--- config.mk ---
export PLATFORM = sky130hd
export DESIGN_NAME = json_syntax_validator
export DESIGN_NICKNAME = d
export VERILOG_FILES = /design/src/rtl/jsv_pkg.sv /design/src/rtl/json_syntax_validator.sv /design/src/rtl/jsv_kind_stack.sv /design/src/rtl/jsv_scan.sv
export SDC_FILE = /design/constraint.sdc
export NUM_CORES = 1
export LEC_CHECK = 0
export ABC_CLOCK_PERIOD_IN_PS = 11800
export BUFFER_PORTS_ARGS = -buffer_cell sky130_fd_sc_hd__buf_4
export CORE_MARGIN = 2
export CORE_UTILIZATION = 40
export CTS_BUF_LIST = sky130_fd_sc_hd__clkbuf_4 sky130_fd_sc_hd__clkbuf_8
export DETAILED_ROUTE_END_ITERATION = 10
export PLACE_DENSITY = 0.61
export SYNTH_ARGS = -nofsm -noshare
export SYNTH_HDL_FRONTEND = slang
export SYNTH_SLANG_ARGS = --single-unit
export TNS_END_PERCENT = 30
--- constraint.sdc ---
create_clock -name clk -period 11.8 [get_ports clk]
set_input_delay 2.95 -clock clk [delete_from_list [all_inputs] [get_ports clk]]
set_output_delay 2.95 -clock clk [all_outputs]
set_load 0.01 [all_outputs]
--- src/rtl/jsv_pkg.sv ---
// Shared types and character codes for the JSON syntax validator.
// No dependencies; used by jsv_kind_stack, jsv_scan and json_syntax_validator.
package jsv_pkg;

  typedef logic [7:0] byte_t;

  // Command from the scanner to the container stack for one transaction.
  typedef struct packed {
    logic clear;  // document ends: drop every open container
    logic push;   // open a container
    logic pop;    // close the innermost container
    logic kind;   // kind of a pushed container, 1 = object, 0 = array
  } stack_op_t;

  // Status of the container stack as seen by the scanner.
  typedef struct packed {
    logic depth_zero;  // no container is open
    logic depth_one;   // exactly one container is open
    logic full;        // no room for another container
    logic top_obj;     // the innermost container is an object
  } stack_stat_t;

  localparam byte_t CH_SPACE  = 8'h20;
  localparam byte_t CH_TAB    = 8'h09;
  localparam byte_t CH_LF     = 8'h0A;
  localparam byte_t CH_CR     = 8'h0D;
  localparam byte_t CH_LBRACE = 8'h7B;
  localparam byte_t CH_RBRACE = 8'h7D;
  localparam byte_t CH_LBRACK = 8'h5B;
  localparam byte_t CH_RBRACK = 8'h5D;
  localparam byte_t CH_QUOTE  = 8'h22;
  localparam byte_t CH_BSLASH = 8'h5C;
  localparam byte_t CH_COLON  = 8'h3A;
  localparam byte_t CH_COMMA  = 8'h2C;
  localparam byte_t CH_MINUS  = 8'h2D;
  localparam byte_t CH_PLUS   = 8'h2B;
  localparam byte_t CH_DOT    = 8'h2E;
  localparam byte_t CH_ZERO   = 8'h30;
  localparam byte_t CH_NINE   = 8'h39;
  localparam byte_t CH_LC_E   = 8'h65;
  localparam byte_t CH_UC_E   = 8'h45;
  localparam byte_t CH_LC_T   = 8'h74;
  localparam byte_t CH_LC_F   = 8'h66;
  localparam byte_t CH_LC_N   = 8'h6E;
  localparam byte_t CH_LC_R   = 8'h72;
  localparam byte_t CH_LC_U   = 8'h75;
  localparam byte_t CH_LC_A   = 8'h61;
  localparam byte_t CH_LC_L   = 8'h6C;
  localparam byte_t CH_LC_S   = 8'h73;

endpackage

--- src/rtl/json_syntax_validator.sv ---
// Top level of the streaming JSON syntax validator.
// Depends on jsv_pkg, jsv_scan and jsv_kind_stack.
//
//   channel | direction | tdata                    | tlast      | use
//   s_*     | in        | [7:0] text_byte          | final_byte | document bytes
//   m_*     | out       | [0] doc_valid, [7:1] 0   | (none)     | one verdict per doc
//
// The block takes one byte every cycle while s_tready is high; each
// transaction updates the parse mode and does at most one push or pop on
// the container-kind memory, whose read is hidden by keeping the innermost
// kind in a register and prefetching the level below it. A verdict appears
// in the output register the cycle after the marked byte is accepted. Reset
// (rst, synchronous) returns the parser to the start of a document; the
// stack memory needs no clearing pass. Bytes are accepted while a verdict
// waits unless the output register is full and not being drained.
module json_syntax_validator #(
  parameter int MAX_NESTING = 32
) (
  input  logic       clk,
  input  logic       rst,
  input  logic       s_tvalid,
  output logic       s_tready,
  input  logic [7:0] s_tdata,   // [7:0] text_byte
  input  logic       s_tlast,   // final_byte
  output logic       m_tvalid,
  input  logic       m_tready,
  output logic [7:0] m_tdata    // [0] doc_valid, [7:1] zero
);
  import jsv_pkg::*;

  logic        take;
  stack_op_t   op;
  stack_stat_t stat;
  logic        res_take;
  logic        res_valid_doc;
  logic        doc_valid;

  // The output register empties or drains in the same cycle that a new
  // verdict would land in it.
  assign s_tready = !m_tvalid || m_tready;
  assign take     = s_tvalid && s_tready;

  jsv_scan u_scan (
    .clk           (clk),
    .rst           (rst),
    .take          (take),
    .text_byte     (s_tdata),
    .final_byte    (s_tlast),
    .stat          (stat),
    .op            (op),
    .res_take      (res_take),
    .res_valid_doc (res_valid_doc)
  );

  jsv_kind_stack #(
    .MAX_NESTING (MAX_NESTING)
  ) u_stack (
    .clk  (clk),
    .rst  (rst),
    .op   (op),
    .stat (stat)
  );

  always_ff @(posedge clk) begin
    if (rst) begin
      m_tvalid <= 1'b0;
    end else if (res_take) begin
      m_tvalid <= 1'b1;
    end else if (m_tready) begin
      m_tvalid <= 1'b0;
    end
  end

  always_ff @(posedge clk) begin
    if (res_take) begin
      doc_valid <= res_valid_doc;
    end
  end

  assign m_tdata = {7'd0, doc_valid};

endmodule

--- src/rtl/jsv_kind_stack.sv ---
// Stack of open container kinds, held in a synchronous memory.
// Depends on jsv_pkg for the command and status structs.
module jsv_kind_stack #(
  parameter int MAX_NESTING = 32
) (
  input  logic                clk,
  input  logic                rst,
  input  jsv_pkg::stack_op_t   op,
  output jsv_pkg::stack_stat_t stat
);
  import jsv_pkg::*;

  localparam int AW = (MAX_NESTING > 1) ? $clog2(MAX_NESTING) : 1;
  localparam int DW = $clog2(MAX_NESTING + 1);
  localparam logic [DW-1:0] DEPTH_MAX = DW'(MAX_NESTING);
  localparam logic [DW-1:0] DEPTH_ONE = DW'(1);
  localparam logic [DW-1:0] DEPTH_TWO = DW'(2);

  // Every pushed kind is written at its own level; the innermost kind is
  // also cached in top_kind, and the level below it is kept prefetched in
  // below_kind so that a pop can take it without waiting for a read.
  logic          kinds [MAX_NESTING];
  logic [DW-1:0] depth;
  logic [DW-1:0] depth_next;
  logic          top_kind;
  logic          below_kind;
  logic [DW-1:0] rd_level;

  always_comb begin
    depth_next = depth;
    if (op.clear) begin
      depth_next = '0;
    end else if (op.push) begin
      depth_next = depth + DEPTH_ONE;
    end else if (op.pop) begin
      depth_next = depth - DEPTH_ONE;
    end
  end

  assign rd_level = depth_next - DEPTH_TWO;

  always_ff @(posedge clk) begin
    if (rst) begin
      depth <= '0;
    end else begin
      depth <= depth_next;
    end
  end

  always_ff @(posedge clk) begin
    if (op.push && !op.clear) begin
      kinds[depth[AW-1:0]] <= op.kind;
    end
    if (depth_next >= DEPTH_TWO) begin
      below_kind <= kinds[rd_level[AW-1:0]];
    end
    if (op.push) begin
      top_kind <= op.kind;
    end else if (op.pop) begin
      top_kind <= below_kind;
    end
  end

  assign stat.depth_zero = (depth == '0);
  assign stat.depth_one  = (depth == DEPTH_ONE);
  assign stat.full       = (depth >= DEPTH_MAX);
  assign stat.top_obj    = (depth != '0) && top_kind;

endmodule

--- src/rtl/jsv_scan.sv ---
// Byte scanner: parse mode, literal progress and failure state.
// Depends on jsv_pkg; drives the container stack and the document result.
module jsv_scan (
  input  logic                 clk,
  input  logic                 rst,
  input  logic                 take,
  input  jsv_pkg::byte_t       text_byte,
  input  logic                 final_byte,
  input  jsv_pkg::stack_stat_t stat,
  output jsv_pkg::stack_op_t   op,
  output logic                 res_take,
  output logic                 res_valid_doc
);
  import jsv_pkg::*;

  typedef enum logic [4:0] {
    M_TOP, M_VALUE, M_FIRST, M_KEY, M_COLON, M_AFTER, M_STR, M_STR_ESC,
    M_KSTR, M_KSTR_ESC, M_TRUE, M_FALSE, M_NULL, M_N_SIGN, M_N_INT,
    M_N_DOT, M_N_FRAC, M_N_EXP, M_N_EXPSIGN, M_N_EXPD
  } mode_t;

  mode_t      mode;
  logic [2:0] lit;
  logic       failed;

  // Character expected at a given position of a literal word.
  function automatic byte_t lit_char(input mode_t m, input logic [2:0] pos);
    byte_t c;
    c = 8'h00;
    case (m)
      M_TRUE: begin
        case (pos)
          3'd1:    c = CH_LC_R;
          3'd2:    c = CH_LC_U;
          3'd3:    c = CH_LC_E;
          default: c = 8'h00;
        endcase
      end
      M_FALSE: begin
        case (pos)
          3'd1:    c = CH_LC_A;
          3'd2:    c = CH_LC_L;
          3'd3:    c = CH_LC_S;
          3'd4:    c = CH_LC_E;
          default: c = 8'h00;
        endcase
      end
      default: begin
        case (pos)
          3'd1:    c = CH_LC_U;
          3'd2:    c = CH_LC_L;
          3'd3:    c = CH_LC_L;
          default: c = 8'h00;
        endcase
      end
    endcase
    return c;
  endfunction

  logic       is_ws, is_dig, is_exp, closes;
  logic       bv_ok, bv_push, bv_kind;
  mode_t      bv_mode;
  logic [2:0] bv_lit;
  logic       av_ok, av_pop;
  mode_t      av_mode;
  logic       ok, push, pop, kind;
  mode_t      mode_next;
  logic [2:0] lit_next;
  logic [2:0] lit_len;
  logic       done, depth_after_zero;

  assign is_ws  = (text_byte == CH_SPACE) || (text_byte == CH_TAB) ||
                  (text_byte == CH_LF) || (text_byte == CH_CR);
  assign is_dig = (text_byte >= CH_ZERO) && (text_byte <= CH_NINE);
  assign is_exp = (text_byte == CH_LC_E) || (text_byte == CH_UC_E);
  assign closes = !stat.depth_zero &&
                  (text_byte == (stat.top_obj ? CH_RBRACE : CH_RBRACK));
  assign lit_len = (mode == M_FALSE) ? 3'd5 : 3'd4;

  // Start of a value.
  always_comb begin
    bv_ok   = 1'b1;
    bv_push = 1'b0;
    bv_kind = 1'b0;
    bv_mode = mode;
    bv_lit  = lit;
    case (text_byte)
      CH_LBRACE, CH_LBRACK: begin
        bv_ok   = !stat.full;
        bv_push = !stat.full;
        bv_kind = (text_byte == CH_LBRACE);
        bv_mode = M_FIRST;
      end
      CH_QUOTE: bv_mode = M_STR;
      CH_LC_T: begin
        bv_mode = M_TRUE;
        bv_lit  = 3'd1;
      end
      CH_LC_F: begin
        bv_mode = M_FALSE;
        bv_lit  = 3'd1;
      end
      CH_LC_N: begin
        bv_mode = M_NULL;
        bv_lit  = 3'd1;
      end
      CH_MINUS: bv_mode = M_N_SIGN;
      default: begin
        bv_ok   = is_dig;
        bv_mode = M_N_INT;
      end
    endcase
  end

  // Byte that follows a finished value.
  always_comb begin
    av_ok   = 1'b0;
    av_pop  = 1'b0;
    av_mode = M_AFTER;
    if (is_ws) begin
      av_ok = 1'b1;
    end else if (stat.depth_zero) begin
      av_ok = 1'b0;
    end else if (text_byte == CH_COMMA) begin
      av_ok   = 1'b1;
      av_mode = stat.top_obj ? M_KEY : M_VALUE;
    end else if (closes) begin
      av_ok  = 1'b1;
      av_pop = 1'b1;
    end
  end

  always_comb begin
    ok        = 1'b1;
    push      = 1'b0;
    pop       = 1'b0;
    kind      = 1'b0;
    mode_next = mode;
    lit_next  = lit;
    case (mode)
      M_TOP, M_VALUE: begin
        if (!is_ws) begin
          ok = bv_ok; push = bv_push; kind = bv_kind;
          mode_next = bv_mode; lit_next = bv_lit;
        end
      end
      M_FIRST: begin
        if (is_ws) begin
          ok = 1'b1;
        end else if (closes) begin
          pop = 1'b1;
          mode_next = M_AFTER;
        end else if (stat.top_obj) begin
          ok = (text_byte == CH_QUOTE);
          mode_next = M_KSTR;
        end else begin
          ok = bv_ok; push = bv_push; kind = bv_kind;
          mode_next = bv_mode; lit_next = bv_lit;
        end
      end
      M_KEY: begin
        if (!is_ws) begin
          ok = (text_byte == CH_QUOTE);
          mode_next = M_KSTR;
        end
      end
      M_COLON: begin
        if (!is_ws) begin
          ok = (text_byte == CH_COLON);
          mode_next = M_VALUE;
        end
      end
      M_STR, M_KSTR: begin
        if (text_byte == CH_QUOTE) begin
          mode_next = (mode == M_KSTR) ? M_COLON : M_AFTER;
        end else if (text_byte == CH_BSLASH) begin
          mode_next = (mode == M_KSTR) ? M_KSTR_ESC : M_STR_ESC;
        end else begin
          ok = (text_byte >= CH_SPACE);
        end
      end
      M_STR_ESC:  mode_next = M_STR;
      M_KSTR_ESC: mode_next = M_KSTR;
      M_TRUE, M_FALSE, M_NULL: begin
        ok = (lit < lit_len) && (text_byte == lit_char(mode, lit));
        if (lit + 3'd1 == lit_len) begin
          lit_next  = 3'd0;
          mode_next = M_AFTER;
        end else begin
          lit_next = lit + 3'd1;
        end
      end
      M_N_SIGN, M_N_DOT, M_N_EXPSIGN: begin
        ok = is_dig;
        mode_next = (mode == M_N_DOT) ? M_N_FRAC :
                    (mode == M_N_SIGN) ? M_N_INT : M_N_EXPD;
      end
      M_N_INT, M_N_FRAC, M_N_EXPD: begin
        if (is_dig) begin
          ok = 1'b1;
        end else if (text_byte == CH_DOT && mode == M_N_INT) begin
          mode_next = M_N_DOT;
        end else if (is_exp && mode != M_N_EXPD) begin
          mode_next = M_N_EXP;
        end else begin
          ok = av_ok; pop = av_pop; mode_next = av_mode;
        end
      end
      M_N_EXP: begin
        if (text_byte == CH_PLUS || text_byte == CH_MINUS) begin
          mode_next = M_N_EXPSIGN;
        end else begin
          ok = is_dig;
          mode_next = M_N_EXPD;
        end
      end
      M_AFTER: begin
        ok = av_ok; pop = av_pop; mode_next = av_mode;
      end
      default: ok = 1'b0;
    endcase
  end

  always_comb begin
    done = mode_next inside {M_AFTER, M_N_INT, M_N_FRAC, M_N_EXPD};
    depth_after_zero = (stat.depth_zero && !push) || (stat.depth_one && pop);
  end

  assign op.clear = take && final_byte;
  assign op.push  = take && !failed && ok && push;
  assign op.pop   = take && !failed && ok && pop;
  assign op.kind  = kind;

  assign res_take      = take && final_byte;
  assign res_valid_doc = !failed && ok && done && depth_after_zero;

  always_ff @(posedge clk) begin
    if (rst) begin
      mode   <= M_TOP;
      lit    <= 3'd0;
      failed <= 1'b0;
    end else if (take) begin
      if (final_byte) begin
        mode   <= M_TOP;
        lit    <= 3'd0;
        failed <= 1'b0;
      end else if (!failed) begin
        if (ok) begin
          mode <= mode_next;
          lit  <= lit_next;
        end else begin
          failed <= 1'b1;
        end
      end
    end
  end

endmodule
-- Word-level counts from Yosys, hierarchy flattened
Memory sizes are Yosys's and may differ from the RTL's. A register that Yosys moved wholly into a read port is not among the register bits.
Cells that the tools add are included.
- register bits: 18
- RAM bits: 32
- input bits: 13
- output and inout bits: 10
- logic and storage cells: 217
- memories kept: 1
- memories (memory ; depth ; bits a word ; read ports ; clocked after memory_dff ; wr ports ; line ; RTL):
    u_stack.kinds ; 32 ; 1 ; 1 ; 1 ; 1 ; jsv_kind_stack.sv:22 ; logic kinds [MAX_NESTING];
- add/subtract/negate cells: 4
- $lt $le $gt $ge: 6
- eq/ne operators: 55
- mux-type cells: 93
- reductions and logical operators: 51
- operators by type and width (operator ; number):
    $mux W5 ; 19
    $eq A8 B7 Y1 const B ; 8
    $pmux W5 S12 ; 1
    $eq A8 B6 Y1 const B ; 7
    $eq A5 B4 Y1 const B ; 9
    $mux W1 ; 45
    $eq A5 B5 Y1 const B ; 6
    $pmux W7 S4 ; 1
    $mux W3 ; 9
    $eq A5 B3 Y1 const B ; 5
    $eq A8 B4 Y1 const B ; 3
    $mux W6 ; 4
    $pmux W4 S6 ; 1
    $pmux W7 S3 ; 1
    $logic_and A1 B1 Y1 ; 18
    $eq A8 B8 Y1 ; 2
    $ge A8 B6 Y1 const B ; 2
    $pmux W8 S2 ; 1
    $pmux W7 S2 ; 1
    $ne A3 B3 Y1 const B ; 4
    $reduce_or A3 Y1 ; 4
    $pmux W1 S11 ; 1
    $eq A5 B2 Y1 const B ; 2
    $reduce_or A2 Y1 ; 5
    other kinds (32) ; 50

-- Longest topological paths before layout
Gate-level depths: netlist of run 1.
- depth after elaboration: 19
- gate-level depth with buffers: 20
- gate-level depth less buffers: 18

-- Hierarchy
A second synthesis of run 1 with hierarchy kept.
- cell total of the unflattened synthesis: 525
- area total of the unflattened synthesis: 4515.6 um^2
- modules (own cells, without submodules) (module ; instances ; cells each ; area each (um^2) ; sequential area each (um^2)):
    jsv_scan ; 1 ; 338 ; 2329.7 ; 180.2
    jsv_kind_stack ; 1 ; 172 ; 2037.0 ; 1141.1
    json_syntax_validator ; 1 ; 15 ; 148.9 ; 50.0

-- Worst setup path after synthesis of run 1
Ideal clock, no wire load.
- path type: input to register
- start: input port s_tdata[4]
- end: register u_stack.below_kind, read port of u_stack.kinds (data pin)
- setup time: 260 ps
- arrival time: 7201 ps
- data required time: 11540 ps
- path slack: 4340 ps
- stages: 16
- path buffers: 1
- path through: buf_2 > xnor2_1 > nor4_1 > o21bai_1 > or4_1 > a211o_1 > o31ai_4 > mux2i_1 > o21ai_1 > ha_1 > or3_1 > a211o_1 > o2111ai_2 > mux4_2 > mux4_2 > mux2_2
- cells in the longest elaborated chain, start to end: 16
- elaborated cells on any way between the ends: 75
- classes of those cells: add/sub: 1; order compare: 4; eq/ne: 20; mux: 35; reduce/logical: 15
- ends and longest elaborated chain (what ; line ; RTL):
    start: declaration ; json_syntax_validator.sv:23 ; input logic [7:0] s_tdata,
    parallel branches: the longest is 13 deep, another holds $ge A8 B6 Y1 ; n/a ;
    $mux W6 * ; jsv_kind_stack.sv:33 ; end else if (op.push) begin
    $mux W6 * ; jsv_kind_stack.sv:31 ; if (op.clear) begin
    $sub A5 B2 Y5 / $ge A6 B2 Y1 (equally long branches) ; jsv_kind_stack.sv:40, jsv_kind_stack.sv:54 ;
    end: declaration ; jsv_kind_stack.sv:26 ; logic below_kind;
Every way passes the cells marked *.
A chain may end at the register's enable or synchronous reset.

-- Worst setup path after layout of run 1
Same ends and word-level chain as after synthesis.

==> results of run 1 <==
-- report_power, final --
part           switching [mW]  internal, mW  total (mW)
sequential            0.00106         0.190       0.191
clock                  0.0556        0.0656       0.121
combinational          0.0244        0.0143      0.0387
total                  0.0811         0.269       0.350
-- layout make-up --
type,instances,area share [%]
multi-input combinational,421,60.3
sequential,51,29.0
tap,140,3.70
timing repair buffer,21,3.33
clock buffer,6,1.61
inverter,16,1.27
clock inverter,2,0.794
-- cell families after synthesis --
logic type	after synthesis	share of synthesized area, %
flops	51	30.6
buf+inv	56	6.28
simple gates	234	28.6
compound gates	123	20.1
fa+ha+maj	12	3.35
xor+xnor	14	2.74
other cells	1	0.0837
mux	31	8.21
-- layer usage --
metal	part of all wire [%]	GRT usage [%]	vias to the layer above
li1	-	-	1925
met1	46	31.7	1993
met2	46	33.7	159
met3	6.3	2.90	18
met4	1.8	5.97	0
met5	0	0	-
-- through the flow --
step | power [mW] | utilization, % | setup WS [ns] | instance area [um^2] | cells
6_report | 0.350 | 43.4 | 3.94 | 4730 | 657
5_1_grt | 0.364 | 43.4 | 3.61 | 4730 | 657
4_1_cts | 0.352 | 43.4 | 4.03 | 4730 | 657
3_5_place_dp | 0.232 | 42.4 | 3.72 | 4620 | 649
3_3_place_gp | 0.232 | 42.4 | 4.00 | 4620 | 649
2_1_floorplan | 0.224 | - | 4.34 | 4500 | 528
-- synth_stat cells (all sizes together), types with 10 or more instances --
cell / number
xnor2: 10
buf: 26
nand2b: 10
a22oi: 11
and2: 11
nand2: 37
or3: 10
dfxtp: 16
nor3: 20
edfxtp: 35
mux2i: 24
nor2: 72
clkbuf: 14
ha: 12
o21ai: 25
inv: 16
a21oi: 25
-- flip-flops by register name, indices dropped and copies added, names as in the netlist --
register and flops:
doc_valid 1, m_tvalid 1, u_scan.failed 1, u_scan.lit 3, u_scan.mode 5, u_stack.below_kind 1
u_stack.depth 6, u_stack.kinds 32, u_stack.top_kind 1
-- how the worst max path moves through the flow --
stage	startpoint	end
floorplan	s_tdata[4]	u_stack.below_kind
global placement	s_tdata[1]	u_stack.below_kind
detailed placement	s_tdata[4]	u_stack.below_kind
CTS	s_tdata[4]	u_stack.below_kind
global route	s_tdata[4]	u_stack.below_kind
finish	s_tdata[4]	u_stack.below_kind
-- worst register-to-register path: stages (launching register included) --
cell and delay [ns]:
dfxtp_1 0.98, nand2_1 0.38, nor2_1 0.23, ha_1 0.17, a21oi_1 0.08, nor3_1 0.13
o2111ai_1 0.15, nor4_2 0.57, o31ai_4 0.15, mux2i_1 0.18, o21ai_1 0.41, ha_1 0.29
inv_1 0.09, and3_1 0.18, o21ai_0 0.20, o2111ai_2 0.36, mux4_2 0.39, mux4_2 0.48
mux2_2 0.28
==> out/results.ini, run 1 <==
[grt]
grt_pass1_wl_um = 20200
grt.total_usage_pct = 21.8
grt_max_degree = 34
antenna_found_initial = 0
grt_pass1_vias = 3832
grt-ovfl-total = 0

[worst_setup_path]
critPathLaunchType = input pin
critPathTopFamily = simple AND/OR/NAND/NOR gates
r2r_slack_ns = 5.85
cp_max_fo = 10
critPathBufInv = 2
cp.arrival_ns = 7.91
rr_startpoint = u_scan.mode[1]
end_kind = flop
r2r_end = u_stack.below_kind
path_class = input pin to flop
r2r_cells = 18
cp_slowest_cell = nor4b_2
cp_cell_sequence = buf_4, nor4b_2, nor4b_1, o21ai_1, a41o_1, nand3_1, o31ai_4, mux2i_1, o21ai_1, ha_1, inv_1, and3_1, o21ai_0, o2111ai_2, mux4_2, mux4_2, mux2_2
timing.critical_path.slowest_cell_delay_ns = 0.65
critPathRequiredTime_ns = 11.85
cp_num_cells = 17

[floorplan]
die_x_um = 110
initial_core_util_pct = 41.2
rows = 38
core_um2 = 10900
die_y_um = 110
die_area_um2 = 12100
io_pins = 23

[pwr]
power_leakage_nw = 1.65
power.density_nw_per_um2 = 74.1
irDropWorstVdd_uv = 44.4

[cells_and_area]
final_common_cell = nor2_1
insertedDiodeCount = 0
mostFrequentLayoutCells = nor2_1 (72), nand2_1 (37), edfxtp_1 (35), a21oi_1 (24), mux2i_1 (23)
drive_above_1_share_pct = 11.2
fillers = 1090
synthToLayoutAreaGrowth_pct = 5.53
nNetsFinal = 541
seq_area_um2 = 1370
multi_input_area_um2 = 2850

[timing]
period_needed_ns = 7.86
finalHoldViolations = 0
slew_headroom_pct = 23.2
fin_crit_sh_pct = 66.6
max_freq_mhz = 127
worst_slew_pin_slew_ns = 1.15
finalClockSkew_ns = 0.00767
grt_setup_unrepaired = no
hold_slack_ns = 0.499
finalMaxSlewViolations = 0
setup_viol = 0
fin_setup_tns_ns = 0

[synthesis]
synth_cell_types = 82
syn_area_per_cell_um2 = 8.59
synth_top_area_share_pct = 23.5
yosys_register_bits = 51
synth_flop_cell = edfxtp_1
syn_inst = 522
synth_area_um2 = 4480
yosys_warnings = 0
yosys-top-cells-area = edfxtp_1 (23%), dfxtp_1 (7.1%), nor2_1 (6.0%)
async_flop_share_pct = 0
synth_edf_count = 35
ys_seq_area_share_pct = 30.6
synth_area_leader_cell = edfxtp_1

[cts]
clkSinkCount = 51
cts_resized = 0
cts-root-buf = clkbuf_8
clkTransAtPathRegs_ns = 0.09
clk_latency_ns = 0.30
clockBufferDepth = 2
cts_setup_buffers = 0
cts_max_level = 2
postCtsHoldBufs = 0
cts_buffers = 5
cts_tree = built

[route]
firstDrtPassIters = 5
drcViolationCount = 0
drtAntennaViolNets = 0
num_vias = 4095
wl_per_cell_um = 19.5
routed_wl_um = 12800
via_per_inst = 6.23
drt_iter0_drc = 480

[run]
drv_cap = 0

[hold_path]
min-delay-path-class = flop to flop
worstHoldPathCells = 2
min_to = u_scan.failed
worstHoldStart = u_scan.failed

[outcome]
outcome = finished clean

[place]
routabilityCongestion = 0.992
io_buffers = 15
post-dp-hpwl_um = 9520

Power figures use the tool's default switching activity.
==> inputs of run 2 (changes only) <==
ABC_CLOCK_PERIOD_IN_PS = 6400   (was 11800)
PLACE_DENSITY = 0.63   (was 0.61)
clock period = 6.4 ns   (was 11.8 ns; I/O delays follow)
==> out/results.ini, run 2 (synthesized netlist as in run 1, its figures left out) <==
[outcome]
outcome = finished clean  ; unchanged

[route]
drt_iter0_drc = 416  ; was 480
wl_per_cell_um = 18.6  ; was 19.5 um
num_vias = 4089  ; was 4095
routed_wl_um = 12400  ; was 12800 um
drcViolationCount = 0  ; unchanged
firstDrtPassIters = 5  ; unchanged
via_per_inst = 6.13  ; was 6.23
drtAntennaViolNets = 0  ; unchanged

[grt]
grt-ovfl-total = 0  ; unchanged
grt.total_usage_pct = 21.1  ; was 21.8%
grt_max_degree = 34  ; unchanged
antenna_found_initial = 0  ; unchanged
grt_pass1_vias = 3714  ; was 3832
grt_pass1_wl_um = 19600  ; was 20200 um

[timing]
finalMaxSlewViolations = 0  ; unchanged
hold_slack_ns = 0.507  ; was 0.499 ns
fin_setup_tns_ns = 0  ; unchanged
slew_headroom_pct = 28.5  ; was 23.2%
finalHoldViolations = 0  ; unchanged
setup_viol = 0  ; unchanged
period_needed_ns = 6.05
max_freq_mhz = 165
grt_setup_unrepaired = no  ; unchanged
worst_slew_pin_slew_ns = 1.07  ; was 1.15 ns
finalClockSkew_ns = 0.0108  ; was 0.00767 ns
fin_crit_sh_pct = 94.5

[cts]
clkTransAtPathRegs_ns = 0.09  ; about the same
cts_max_level = 2  ; unchanged
cts_setup_buffers = 0  ; unchanged
clk_latency_ns = 0.30  ; about the same
cts_resized = 0  ; unchanged
cts_tree = built  ; unchanged
postCtsHoldBufs = 0  ; unchanged
clkSinkCount = 51  ; unchanged
clockBufferDepth = 2  ; unchanged
cts_buffers = 5  ; unchanged
cts-root-buf = clkbuf_8  ; unchanged

[cells_and_area]
insertedDiodeCount = 0  ; unchanged
fin_cells = 667  ; was 657
fin_area_um2 = 4810  ; was 4730 um^2
synthToLayoutAreaGrowth_pct = 7.29  ; was 5.53%
fillers = 1062  ; was 1090
seq_area_um2 = 1370  ; unchanged
drive_above_1_share_pct = 12.9  ; was 11.2%
largest_reg_flops = 32  ; unchanged
mostFrequentLayoutCells = nor2_1 (72), nand2_1 (37), edfxtp_1 (35), buf_4 (31), a21oi_1 (24)  ; was nor2_1 (72), nand2_1 (37), edfxtp_1 (35), a21oi_1 (24), mux2i_1 (23)
nNetsFinal = 551  ; was 541
multi_input_area_um2 = 2850  ; unchanged
final_common_cell = nor2_1  ; unchanged

[run]
drv_cap = 0  ; unchanged

[floorplan]
die_y_um = 110  ; unchanged
die_x_um = 110  ; unchanged
die_area_um2 = 12100  ; unchanged
rows = 38  ; unchanged
initial_core_util_pct = 41.2  ; unchanged
io_pins = 23  ; unchanged
core_um2 = 10900  ; unchanged

[place]
post-dp-hpwl_um = 9290  ; was 9520 um
routabilityCongestion = 1.01  ; was 0.992
placed_cells = 659  ; was 649
io_buffers = 15  ; unchanged
post_dp_cell_area_um2 = 4690  ; was 4620 um^2

[pwr]
irDropWorstVdd_uv = 117  ; was 44.4 uV
power.density_nw_per_um2 = 136  ; was 74.1 nW/um^2
finalPower_mw = 0.653  ; was 0.350 mW
power_leakage_nw = 1.72  ; was 1.65 nW

[worst_setup_path]
r2r_cells = 15  ; was 18
endpoint = u_stack.below_kind  ; unchanged
r2r_end = u_stack.below_kind  ; unchanged
crit_start = s_tdata[3]  ; was s_tdata[4]
critPathLaunchType = input pin  ; unchanged
cp.arrival_ns = 6.11  ; was 7.91 ns
r2r_slack_ns = 0.88  ; was 5.85 ns
cp_max_fo = 14  ; was 10
path_class = input pin to flop  ; unchanged
rr_startpoint = u_scan.mode[2]  ; was u_scan.mode[1]
end_kind = flop  ; unchanged
critPathRequiredTime_ns = 6.46  ; was 11.85 ns

[hold_path]
min-delay-path-class = flop to flop  ; unchanged

==> run 2: layer usage <==
metal	vias to the layer above	part of all wire [%]	global-route usage, %
met1	1960	47	31.1
met5	-	0	0
li1	1933	-	-
met2	169	44	30.8
met4	0	2.7	6.78
met3	27	6.8	3.91
==> run 2: worst min path at each step <==
stage	start	to	slack, ns	cells after the start
6_report	u_scan.lit[1]	u_scan.lit[1]	0.51	2
5_1_grt	u_scan.failed	u_scan.failed	0.52	2
3_5_place_dp	u_scan.failed	u_scan.failed	0.50	2
2_1_floorplan	u_scan.lit[1]	u_scan.lit[1]	0.46	2
4_1_cts	u_scan.lit[1]	u_scan.lit[1]	0.51	2
3_3_place_gp	u_scan.failed	u_scan.failed	0.48	2
==> run 2: stage by stage <==
stage	worst slack [ns]	util, %
after floorplan	0.290	-
after CTS	0.397	44.2
after global placement	0.262	43.1
final	0.354	44.2
after global routing	0.229	44.2
after detailed placement	0.0657	43.1
==> run 2: power breakdown <==
part	leakage, nW	switching, mW	internal (mW)	total, mW
logic	1.18	0.0444	0.0275	0.0719
clock network	0.0612	0.102	0.127	0.229
registers	0.481	0.00256	0.350	0.352
==> run 2: layout make-up <==
cell class / instances / area share (%)
multi-input cells: 421 / 59.3
flip-flops and latches: 51 / 28.5
repair buffers: 31 / 4.84
well taps: 140 / 3.64
clock buffers: 6 / 1.72
inverters: 16 / 1.25
clock inverters: 2 / 0.729
==> run 2: critical path: stages <==
cell       delay [ns]
buf_4            0.16
and2_1           0.19
nor4b_2          0.17
nor2b_1          0.17
or4_1            0.48
a211o_1          0.39
o31ai_4          0.40
mux2i_1          0.31
o21ai_1          0.14
ha_1             0.23
or3_1            0.35
a211o_1          0.28
o2111ai_2        0.11
mux4_2           0.34
mux4_2           0.49
mux2_2           0.28
